<file path="config.mk">
export PLATFORM = sky130hd
export DESIGN_NAME = ldlpc_div
export DESIGN_NICKNAME = d
export VERILOG_FILES = /design/src/sv/ldlpc_pkg.sv /design/src/sv/ldlpc_div.sv
export SDC_FILE = /design/constraint.sdc
export NUM_CORES = 1
export LEC_CHECK = 0
export BUFFER_PORTS_ARGS = -buffer_cell sky130_fd_sc_hd__buf_2
export CAP_MARGIN = 20
export CORE_MARGIN = 10
export CORE_UTILIZATION = 65
export CTS_BUF_LIST = sky130_fd_sc_hd__clkbuf_4
export DETAILED_ROUTE_END_ITERATION = 10
export PLACE_DENSITY = 0.89
export SLEW_MARGIN = 20
export SYNTH_ARGS = -nofsm -noshare
export SYNTH_HDL_FRONTEND = slang
export SYNTH_SLANG_ARGS = --single-unit
export TNS_END_PERCENT = 100
</file>
<file path="constraint.sdc">
create_clock -name clk -period 9.26 [get_ports clk]
set_clock_uncertainty 0.05 [all_clocks]
set_input_delay 0.926 -clock clk [delete_from_list [all_inputs] [get_ports clk]]
set_output_delay 0.926 -clock clk [all_outputs]
set_load 0.03 [all_outputs]
</file>
<file path="src/sv/ldlpc_pkg.sv">
// ----------------------------------------------------------------------------
// ldlpc_pkg
// Shared types and constants of the Levinson-Durbin LPC core.
// ----------------------------------------------------------------------------
package ldlpc_pkg;

	typedef enum logic [4:0] {
		ST_IDLE,
		ST_LAG0,
		ST_LAG1,
		ST_K1,
		ST_DIV,
		ST_INIT_A0,
		ST_INIT_A1,
		ST_INIT_ERR,
		ST_SUM,
		ST_CHK,
		ST_UPD_RD,
		ST_UPD_MUL,
		ST_UPD_WL,
		ST_UPD_WJ,
		ST_AI,
		ST_ERR,
		ST_FIN,
		ST_OUT
	} state_t;

	// coefficient memory regions: two predictor banks and the reflection list
	localparam logic [1:0] RG_REFL = 2'd2;

	localparam logic signed [15:0] Q12_ONE  = 16'sd4096;
	localparam logic signed [15:0] K_LIMIT  = 16'sd32750;
	localparam int                 DIV_BITS = 15;

	typedef struct packed {
		logic               done;
		logic signed [15:0] quot;
	} div_res_t;

endpackage

</file>
<file path="src/sv/ldlpc_div.sv">
// ----------------------------------------------------------------------------
// ldlpc_div
// Saturating signed divider, one quotient bit per cycle, Q15 result range.
// ----------------------------------------------------------------------------
module ldlpc_div #(
	parameter int NW = 56
) (
	input  logic                 clk,
	input  logic                 arst_n,
	input  logic                 start,
	input  logic signed [NW-1:0] num,
	input  logic [30:0]          den,
	output ldlpc_pkg::div_res_t  res
);
	import ldlpc_pkg::*;

	localparam int RW = 31 + DIV_BITS;

	logic [NW-1:0] mag;
	logic          sat;
	logic          run_q;
	logic          done_q;
	logic          neg_q;
	logic          sat_q;
	logic [RW-1:0] rem_q;
	logic [RW-1:0] dsh_q;
	logic [DIV_BITS-1:0] quo_q;
	logic [3:0]    cnt_q;
	logic          ge;

	assign mag = num[NW-1] ? NW'(-num) : NW'(num);
	assign sat = mag >= NW'({den, {DIV_BITS{1'b0}}});
	assign ge  = rem_q >= dsh_q;

	always_ff @(posedge clk or negedge arst_n) begin
		if (!arst_n) begin
			run_q  <= 1'b0;
			done_q <= 1'b0;
		end else begin
			done_q <= 1'b0;
			if (start) begin
				run_q  <= !sat;
				done_q <= sat;
			end else if (run_q && cnt_q == 4'd0) begin
				run_q  <= 1'b0;
				done_q <= 1'b1;
			end
		end
	end

	always_ff @(posedge clk) begin
		if (start) begin
			neg_q <= num[NW-1];
			sat_q <= sat;
			rem_q <= mag[RW-1:0];
			dsh_q <= RW'({den, {(DIV_BITS-1){1'b0}}});
			quo_q <= '0;
			cnt_q <= 4'(DIV_BITS - 1);
		end else if (run_q) begin
			if (ge)
				rem_q <= rem_q - dsh_q;
			quo_q <= {quo_q[DIV_BITS-2:0], ge};
			dsh_q <= dsh_q >> 1;
			cnt_q <= cnt_q - 4'd1;
		end
	end

	always_comb begin
		res.done = done_q;
		if (sat_q)
			res.quot = neg_q ? -16'sd32768 : 16'sd32767;
		else if (neg_q)
			res.quot = -$signed({1'b0, quo_q});
		else
			res.quot = $signed({1'b0, quo_q});
	end

endmodule

</file>
==> impl_results.md, run 1 <==
- Final setup fails: 0
- Final Util: 0.726
- FP Rows: 44
- Sink Count: 114
- Status: complete, no violations
- Worst-margin pin slew: 1.04 ns
- Final Max Tran Viols: 0
- Clk Latency, worst-skew pair: 0.58 ns
- Synth warn: 0
- Post-synthesis register bit count: 114
- Largest net degree at the start of global routing: 76
- Worst R2R Start: rem_q[0]
- Post-CTS Setup Inserts: 0
- Simple logic cell fraction of the synthesized area: 0.184
- Synth area leaders: edfxtp_1 25%, ha_1 11%, dfxtp_1 6.8%
- Crit path from: num[8]
- Distinct cells, synth: 75
- Root buf cell: clkbuf_4
- MaxCap Viol Count: 0
- CTS tree: yes
- Peak VDD IR: 0.0717 mV
- DIE AREA: 20100 um2
- Pre-CTS setup slack: 3.51 ns
- Crit-path cells: buf_2 > or4_1 > nor3_2 > nand4_2 > or4_1 > or2_2 > o41ai_1 > xnor2_1 > ha_1 > nand4_1 > nor3_1 > nand3_1 > nor4_1 > nand4_1 > nor4b_1 > o2111ai_1 > nand4_1 > nor3_2 > mux2_2
- First-pass GRT wire length: 42300 um
- RD Place Congestion: 0.950
- Register area share after synthesis: 0.320
- Worst R2R Setup Slack: 4.26 ns
- Initial antenna violation count: 1
- Die H: 142 um
- DRC: 0
- Post-Synthesis Cells: 1145
- Via density: 6.42
- Iteration-0 DRC Markers: 1045
- Slowest Stage Delay on Critical Path: 0.60 ns
- Post-route design area: 10500 um2
- Syn nets: 1317
- Main combinational cell family by area after synthesis: compound AO/OA/AOI/OAI gates
- Final-report hold violation count: 0
- Reg-to-reg endpoint: rem_q[22]
- Setup WS post-layout: 4.05 ns
- Xor-xnor portion of the synthesized cell area: 0.0808
- Final wirelength: 26300 um
- Layout net count: 1395
- RSZ-0062 raised after global routing: no
- Top cell type's share of synthesized area: 0.246
- Multiplexer area fraction after synthesis: 0.0360
- Min Tclk post-route: 5.21 ns
- Post-Synth Adder-Cell Area: 0.107
- Setup tns final: 0 ns
- Type of the tightest min-delay check: in2async
- Inst Count DP: 1388
- Half-perimeter wire length after placement: 19600 um
- Initial core utilization: 0.664
- Non-Filler Instances: 1421
- CP Data Required Time: 9.68 ns
- Power Dens Cells: 153 nW/um2
- Num CTS Buffers: 17
- Grt ovf: 0
- Top delay family on crit path: simple AND/OR/NAND/NOR gates
- Post-synth EDFFs: 79
- Die Wd: 142 um
- Clock buffer depth: 2
- Synthesis-to-finish area growth: 9.31%
- DR WL/cell: 18.5 um
- Cell type with the largest total area after synthesis: edfxtp_1
- Vias: 9123
- Compound-cell area share of the yosys netlist: 0.214
- Arrival time at the worst endpoint: 5.63 ns
- Post-route ant nets: 0
- Port bufs: 106
- Cts hold-fix bufs: 0
- Tcrit/Tclk final: 0.563
- Detailed Routing Iterations Pass 1: 5
- R2R depth: 13
- Startpoint Class: input pin
- Fmax: 192 MHz
- CP max stage cell: or4_1
- All-Layer GR Usage: 0.255
- Crit Path Max Fanout: 4
- Mapped cell area: 9650 um2
- Worst Path Buf+Inv: 1
- Layout cells sized above 1: 0.138
- H-tree Lvls: 4
- Core Area: 14500 um2
- Count of cells resized by post-cts repair: 0
- Prevailing post-synth register cell: edfxtp_1
- Leakage power: 4.46 nW
- Post-synth ARST share: 0.0175
- Critical path class: in2reg
- I/O Pins: 107
- Vias in the first global route: 8681
- Crit path top cell by count: nand4_1
- Syn Area/Cell: 8.43 um2
- Area of placed instances: 10200 um2
- Max-slew headroom: 0.306
- CTS clk-pin slew, worst paths: 0.11 ns
- Worst Setup End Kind: register
## logic make-up (layout without fill, tap and decap cells)
group | after synthesis | after routing
xor+xnor | 89 | 89
simple gates | 361 | 361
other cells | 0 | 1
compound gates | 317 | 317
buf+inv | 148 | 239
mux | 34 | 34
fa+ha+maj | 82 | 82
flops | 114 | 114
## worst reg2reg max path, cell delays in order (launching register included)
cell and delay [ns]:
edfxtp_1 0.35, inv_1 0.05, ha_1 0.22, fa_1 0.41, nor2b_1 0.19, o2111ai_1 0.20, a31oi_1 0.30, a2111oi_2 0.11
o21ai_1 0.57, a21boi_1 0.26, o31ai_1 0.73, a21boi_1 0.28, o31ai_1 0.23, a211o_4 0.68
## cells in the mapped netlist, types with 3 or more instances
cell type	n
o31a_1	4
o311ai_0	5
nor2b_1	6
xnor2_1	60
or4_1	4
nor2_1	94
ha_1	81
nand2_1	116
nor3b_1	5
nand3_1	22
or3_1	16
o31ai_1	51
o41ai_1	9
o2111ai_1	4
buf_1	8
nor4_1	8
mux2i_1	31
a21oi_1	86
nand4_1	17
xor2_1	29
o21bai_1	8
a211oi_1	9
and2_1	4
dfxtp_1	33
inv_1	97
and3_1	10
a21o_1	37
or2_2	9
o22ai_1	5
edfxtp_1	79
clkbuf_1	39
o211ai_1	3
a211o_1	3
a31oi_1	5
o21a_1	4
nor3_1	21
nand2b_1	11
o21ai_0	61
## report_power, final
part           internal [W]  switching, W  total [W]  leakage [nW]
Clock              0.000197      0.000203   0.000401         0.172
Sequential         0.000599     0.0000175   0.000617          1.07
Combinational      0.000233      0.000359   0.000591          3.21
## layer usage
metal,vias to the layer above,part of all wire,GRT usage
li1,4314,-,-
met1,4196,0.43,0.338
met2,548,0.45,0.401
met3,65,0.097,0.0511
met4,0,0.026,0.0958
met5,-,0,0
## sequential cells by signal (all words and copies together) (netlist names)
| register | flops |
|---|---|
| run_q | 1 |
| dsh_q | 45 |
| sat_q | 1 |
| rem_q | 46 |
| cnt_q | 4 |
| done_q | 1 |
| quo_q | 15 |
| neg_q | 1 |
## worst max path at each step
stage,end,depth (start not counted)
floorplan,run_q,19
global placement,run_q,19
detailed placement,run_q,19
CTS,run_q,19
global route,run_q,19
finish,run_q,19
## per-stage QoR
step                power [W]  hold slack [ns]
CTS                   0.00159           0.0540
floorplan             0.00105            0.415
global placement      0.00118            0.431
global route          0.00169           0.0547
detailed placement    0.00119            0.441
finish                0.00161           0.0635
## layout by cell type (no fill, tap or decap), types with 4 or more instances in the layout
master	n
o21a_1	4
clkinv_2	5
clkbuf_4	21
nor4_1	8
o21ai_0	61
o31a_1	4
nand4_1	17
a21oi_1	86
or4_1	4
o2111ai_1	4
and3_1	10
o21bai_1	8
and2_1	4
o41ai_1	9
nand2b_1	11
o311ai_0	5
a21o_1	37
xnor2_1	60
o22ai_1	5
nor3_1	21
or2_2	9
a31oi_1	5
nand3_1	22
xor2_1	29
a211oi_1	9
ha_1	81
inv_1	97
buf_2	105
nor2_1	94
o31ai_1	51
mux2i_1	31
or3_1	16
nor3b_1	5
dfxtp_1	33
edfxtp_1	79
nand2_1	115
nor2b_1	6
## cell type report
type / count / area (um2)
antenna: 1 / 2.50
clock buffer: 21 / 158
clock inverter: 11 / 136
inverter: 99 / 372
tap: 184 / 230
timing repair buffer: 108 / 548
multi-input combinational: 883 / 6020
sequential: 114 / 3080
fill: 1160 / 3990
Power figures use the tool's default switching activity.
==> inputs of run 2 (changes only) <==
- CORE_UTILIZATION: 65 -> 62
- PLACE_DENSITY: 0.89 -> 0.86
- clock period: 9.26 -> 4.9 ns (I/O delays scaled with it)
==> impl_results.md, run 2 (synthesized netlist as in run 1, its figures left out) <==
- MaxCap Viol Count: 0
- Crit Path Max Fanout: 4
- Power Internal: 0.00190 W
- Synthesis-to-finish area growth: 11.5%
- Die Wd: 145 um
- First-pass GRT wire length: 42000 um
- Initial antenna violation count: 2
- Crit path top cell by count: nand4_1
- Layout net count: 1421
- Critical path class: in2reg
- CP Data Required Time: 5.30 ns
- Worst Path Buf+Inv: 1
- Reg-to-reg endpoint: rem_q[1]
- Worst Setup End Kind: register
- CTS clk-pin slew, worst paths: 0.12 ns
- Register area: 3080 um2
- Iteration-0 DRC Markers: 882
- Hold slack final: 0.170 ns
- Clock buffer depth: 2
- Multi-input combinational cell area: 6020 um2
- FP Rows: 45
- RSZ-0062 raised after global routing: no
- Worst R2R Start: rem_q[4]
- Vias: 9012
- R2R depth: 12
- Crit-path cells: buf_2 > or4_1 > nor3_2 > nand4_2 > or4_1 > or2_2 > o41ai_2 > xnor2_1 > ha_1 > nand4_1 > nor3_1 > nand3_1 > nor4_1 > nand4_1 > nor4b_2 > o2111ai_1 > nand4_1 > nor3_2 > mux2_2
- Most flop-heavy register: rem_q
- Seq pwr share: 0.386
- Worst-margin pin slew: 0.978 ns
- DIE AREA: 21000 um2
- Sw Ratio: 0.370
- H-tree Lvls: 4
- Top delay family on crit path: simple AND/OR/NAND/NOR gates
- Leakage power: 4.58 nW
- Slowest Stage Delay on Critical Path: 0.56 ns
- Layout cells sized above 1: 0.155
- DR WL/cell: 17.9 um
- Vias in the first global route: 8570
- Max-slew headroom: 0.348
- Arrival time at the worst endpoint: 4.96 ns
- CP max stage cell: or4_1
- Final setup fails: 0
- RD Place Congestion: 0.957
- Post-CTS Setup Inserts: 0
- Status: complete, no violations
- Core Area: 15200 um2
- Die H: 145 um
- CTS tree: yes
- Max FFs per register: 46
- Clock share of power: 0.239
- Port bufs: 106
- Post-route ant nets: 0
- Most frequent cells in the layout: 116 x nand2_1, 105 x buf_2, 97 x inv_1
- Peak VDD IR: 0.152 mV
- Pre-CTS setup slack: -0.283 ns
- Sink Count: 114
- Root buf cell: clkbuf_4
- Final wirelength: 26000 um
- Most common cell after layout, fill and taps aside: nand2_1
- Initial core utilization: 0.635
- Detailed Routing Iterations Pass 1: 6
- Via density: 6.21
- Startpoint Class: input pin
- Final Max Tran Viols: 0
- Tcrit/Tclk final: 0.930
- Clk Latency, worst-skew pair: 0.56 ns
- Type of the tightest min-delay check: in2reg
- Half-perimeter wire length after placement: 19800 um
- Grt ovf: 0
- Hold path start: den[16]
- Min Tclk post-route: 4.55 ns
- Worst Hold Path EP: dsh_q[30]
- Largest regs: rem_q (46), dsh_q (45), quo_q (15)
- Worst R2R Setup Slack: 0.70 ns
- Fillcell total: 1234
- Combinational share of power: 0.375
- Final-report hold violation count: 0
- Fmax: 220 MHz
- All-Layer GR Usage: 0.251
- DRC: 0
- Power Dens Cells: 280 nW/um2
- Hold Crit Depth: 3
- I/O Pins: 107
- Largest net degree at the start of global routing: 99
- Net Sw Power: 0.00111 W
- Num CTS Buffers: 17
- Setup WS post-layout: 0.345 ns
-- run 2: changes by cell type in the layout (fill, tap and decap cells not counted), moves of 3 or more --
cell	before	now
buf_4	3	27
clkbuf_4	21	17
clkinv_4	1	5
clkinv_2	5	2
inv_6	0	3
-- run 2: area by class of cell --
cell class              instances  area share
diodes                          2    0.000465
clock buffers                  17      0.0119
clock inverters                15      0.0145
inverters                      99      0.0345
multi-input cells             883       0.560
flip-flops and latches        114       0.287
well taps                     188      0.0219
repair buffers                134      0.0705
-- run 2: worst max path at each step --
stage	startpoint	to	cells after the start
3_3_place_gp	num[8]	run_q	19
3_5_place_dp	num[8]	run_q	19
6_report	num[8]	run_q	19
5_1_grt	num[8]	run_q	19
4_1_cts	num[8]	run_q	19
2_1_floorplan	num[6]	run_q	19
-- run 2: what timing repair did --
| item | 4_1_cts | 5_1_grt |
|---|---|---|
| endpoints found under the hold margin | 2 | 0 |
| setup endpoints to repair | 0 | 3 |
| gates resized for setup | 0 | 2 |
| hold buffers | 1 | 0 |
-- run 2: worst min-delay path: stages --
cell and delay, ns:
buf_2 0.09, nand2_1 0.05, o31ai_1 0.05
-- run 2: power by group through the flow --
stage / Sequential (W) / Clock (W) / Combinational, W
global route: 0.00117 / 0.000774 / 0.00125
global placement: 0.00118 / 0 / 0.00107
CTS: 0.00116 / 0.000727 / 0.00111
detailed placement: 0.00118 / 0 / 0.00110
floorplan: 0.00117 / 0 / 0.000805
finish: 0.00116 / 0.000721 / 0.00113
-- run 2: per-stage QoR --
step | cells | TNS (ns) | instance area (um2) | total power [W] | util
3_5_place_dp | 1417 | -0.547 | 10400 | 0.00228 | 0.687
3_3_place_gp | 1417 | -0.0290 | 10400 | 0.00225 | 0.687
4_1_cts | 1450 | 0 | 10700 | 0.00300 | 0.707
6_report | 1452 | 0 | 10800 | 0.00301 | 0.708
5_1_grt | 1452 | 0 | 10800 | 0.00319 | 0.708
2_1_floorplan | 1145 | 0 | 9650 | 0.00198 | -
-- run 2: metal layers --
metal,up-vias,track usage,routed length [um]
li1,4363,-,-
met1,4166,0.336,11400
met2,436,0.391,11600
met3,47,0.0482,2380
met4,0,0.0957,636
met5,-,0,0
==> inputs of run 3 (changes only) <==
- ABC_AREA: not set -> 1
- CORE_UTILIZATION: 62 -> 55
- PLACE_DENSITY: 0.86 -> 0.77
==> impl_results.md, run 3 <==
- Half-perimeter wire length after placement: 28500 um
- Synthesis-to-finish area growth: 9.19%
- Max-slew headroom: 0.429
- Critical Path Stages: 15
- Fmax: 287 MHz
- Syn Area/Cell: 6.56 um2
- Startpoint Class: register
- Count of cells resized by post-cts repair: 0
- Type of the tightest min-delay check: in2reg
- Top-count cell post-synth: nand2_1
- Num CTS Buffers: 17
- Final-report hold violation count: 0
- Core Area: 19500 um2
- Most common cell after layout, fill and taps aside: nand2_1
- Most frequent cells in the layout: 359 x nand2_1, 253 x inv_1, 206 x nor2_1
- RSZ-0062 raised after global routing: no
- I/O Pins: 107
- Initial core utilization: 0.563
- Inst Count DP: 2011
- Crit Path Max Fanout: 26
- CP Data Required Time: 5.10 ns
- RD Place Congestion: 1.03
- Non-Filler Instances: 2045
- Cell type with the largest total area after synthesis: edfxtp_1
- Register area share after synthesis: 0.281
- Slowest Stage Delay on Critical Path: 0.59 ns
- Largest net degree at the start of global routing: 123
- Via density: 5.61
- Min Tclk post-route: 3.48 ns
- Post-Synthesis Cells: 1676
- CP max stage cell: nand2_2
- Post-synth ARST share: 0.0175
- CTS clk-pin slew, worst paths: 0.11 ns
- Setup tns final: 0 ns
- First-pass GRT wire length: 55400 um
- R2R depth: 15
- Layout net count: 1938
- MaxCap Viol Count: 0
- Top delay family on crit path: simple AND/OR/NAND/NOR gates
- Critical path class: reg2reg
- DR WL/cell: 17.1 um
- Tcrit/Tclk final: 0.710
- Largest regs: rem_q (46), dsh_q (45), quo_q (15)
- Synth warn: 0
- Final wirelength: 35000 um
- Hold slack final: 0.134 ns
- Most flop-heavy register: rem_q
- Port bufs: 106
- Post-synth top cells: 360 x nand2_1, 254 x inv_1, 206 x nor2_1
- Vias in the first global route: 11.1k
- Worst Setup End Kind: register
- Initial antenna violation count: 1
- Detailed Routing Iterations Pass 1: 5
- Sink Count: 114
- DRC: 0
- Layout cells sized above 1: 0.107
- Leakage power: 5.52 nW
- Final Max Tran Viols: 0
- DIE AREA: 26000 um2
- Final setup fails: 0
- Die Wd: 161 um
- Mapped cell area: 11000 um2
- Prevailing post-synth register cell: edfxtp_1
- Power, Total: 0.00308 W
- FP Rows: 51
- Crit-path cells: inv_1 > ha_1 > nand2_1 > nor2_1 > inv_1 > nor2_1 > inv_1 > nor4_1 > nand3_1 > nand3_1 > nand2_1 > nand4_1 > nand2_1 > nand2_2 > buf_4
- Power Dens Cells: 257 nW/um2
- Top cell type's share of synthesized area: 0.216
- Worst Path Buf+Inv: 4
- Hold Crit Depth: 3
- Vias: 11.5k
- Arrival time at the worst endpoint: 3.68 ns
- Synth area leaders: edfxtp_1 22%, nand2_1 12%, ha_1 9.2%
- Peak VDD IR: 0.138 mV
- Syn nets: 1848
- H-tree Lvls: 4
- Post-route ant nets: 0
- Max FFs per register: 46
- Iteration-0 DRC Markers: 880
- Status: complete, no violations
- Worst-margin pin slew: 0.857 ns
- Die H: 161 um
- Distinct cells, synth: 50
- Clk Latency, worst-skew pair: 0.58 ns
- Post-synthesis register bit count: 114
- CTS tree: yes
- All-Layer GR Usage: 0.263
- Grt ovf: 0
- Post-synth EDFFs: 79
- Clock buffer depth: 2
- Root buf cell: clkbuf_4
run 3: changes by cell type after synthesis, moves of 16 or more:
cell / before / now
nand2_1: 116 / 360
inv_1: 97 / 254
nor2_1: 94 / 206
o21ai_0: 61 / 162
nand3_1: 22 / 115
o31ai_1: 51 / 2
xnor2_1: 60 / 17
a21oi_1: 86 / 121
mux2i_1: 31 / 0
a21o_1: 37 / 11
or3_1: 16 / 0
run 3: what timing repair did:
item,in CTS,in global routing
hold endpoints to repair,2,0
setup buffers,0,0
hold buffers,1,0
run 3: worst reg2reg max path, cell delays in order, from the launching register on:
cell and delay (ns):
edfxtp_1 0.38, inv_1 0.05, ha_1 0.34, nand2_1 0.10, nor2_1 0.15, inv_1 0.07
nor2_1 0.12, inv_1 0.05, nor4_1 0.29, nand3_1 0.11, nand3_1 0.17, nand2_1 0.07
nand4_1 0.07, nand2_1 0.11, nand2_2 0.59, buf_4 0.40
run 3: per-stage QoR:
stage	area, um2	worst slack, ns	util
final	12000	1.42	0.614
after global routing	12000	1.15	0.614
after CTS	12000	1.47	0.614
after detailed placement	11700	1.36	0.600
after global placement	11700	1.36	0.600
after floorplan	11000	1.72	-
run 3: power by group:
| group | total [W] | switching, W | internal [W] |
|---|---|---|---|
| combinational | 0.00126 | 0.000849 | 0.000407 |
| clock | 0.000666 | 0.000404 | 0.000261 |
| sequential | 0.00116 | 0.0000329 | 0.00113 |
run 3: kinds of logic after synthesis:
logic type	count (synthesis)	synth area share
buffers and inverters	299	0.105
xor gates and xnor gates	56	0.0446
and+or+nand+nor	784	0.307
AOI/OAI and AO/OA	341	0.169
adders and majority gates	82	0.0941
DFF	114	0.281
run 3: cell type report:
cell class                 instances  area (um2)
multi-input combinational       1263        6760
inverter                         257         966
timing repair buffer             113         589
antenna                            1        2.50
tap                              265         332
fill                            1954        7530
clock buffer                      18         135
sequential                       114        3080
clock inverter                    14         130
run 3: worst paths after layout:
check                          start   endpoint  slack, ns
setup reg to reg           dsh_q[17]  rem_q[20]       1.42
hold / removal               den[30]  dsh_q[44]       0.13
hold reg to reg            dsh_q[11]  dsh_q[10]       0.44
max in group asynchronous     arst_n      run_q       4.52
setup / recovery           dsh_q[17]  rem_q[20]       1.42
min in group asynchronous     arst_n      run_q       0.18
run 3: metal layers:
layer,GRT usage,wire length (um)
met1,0.350,15600
met2,0.407,15100
met3,0.0559,3120
met4,0.105,1140
met5,0,0
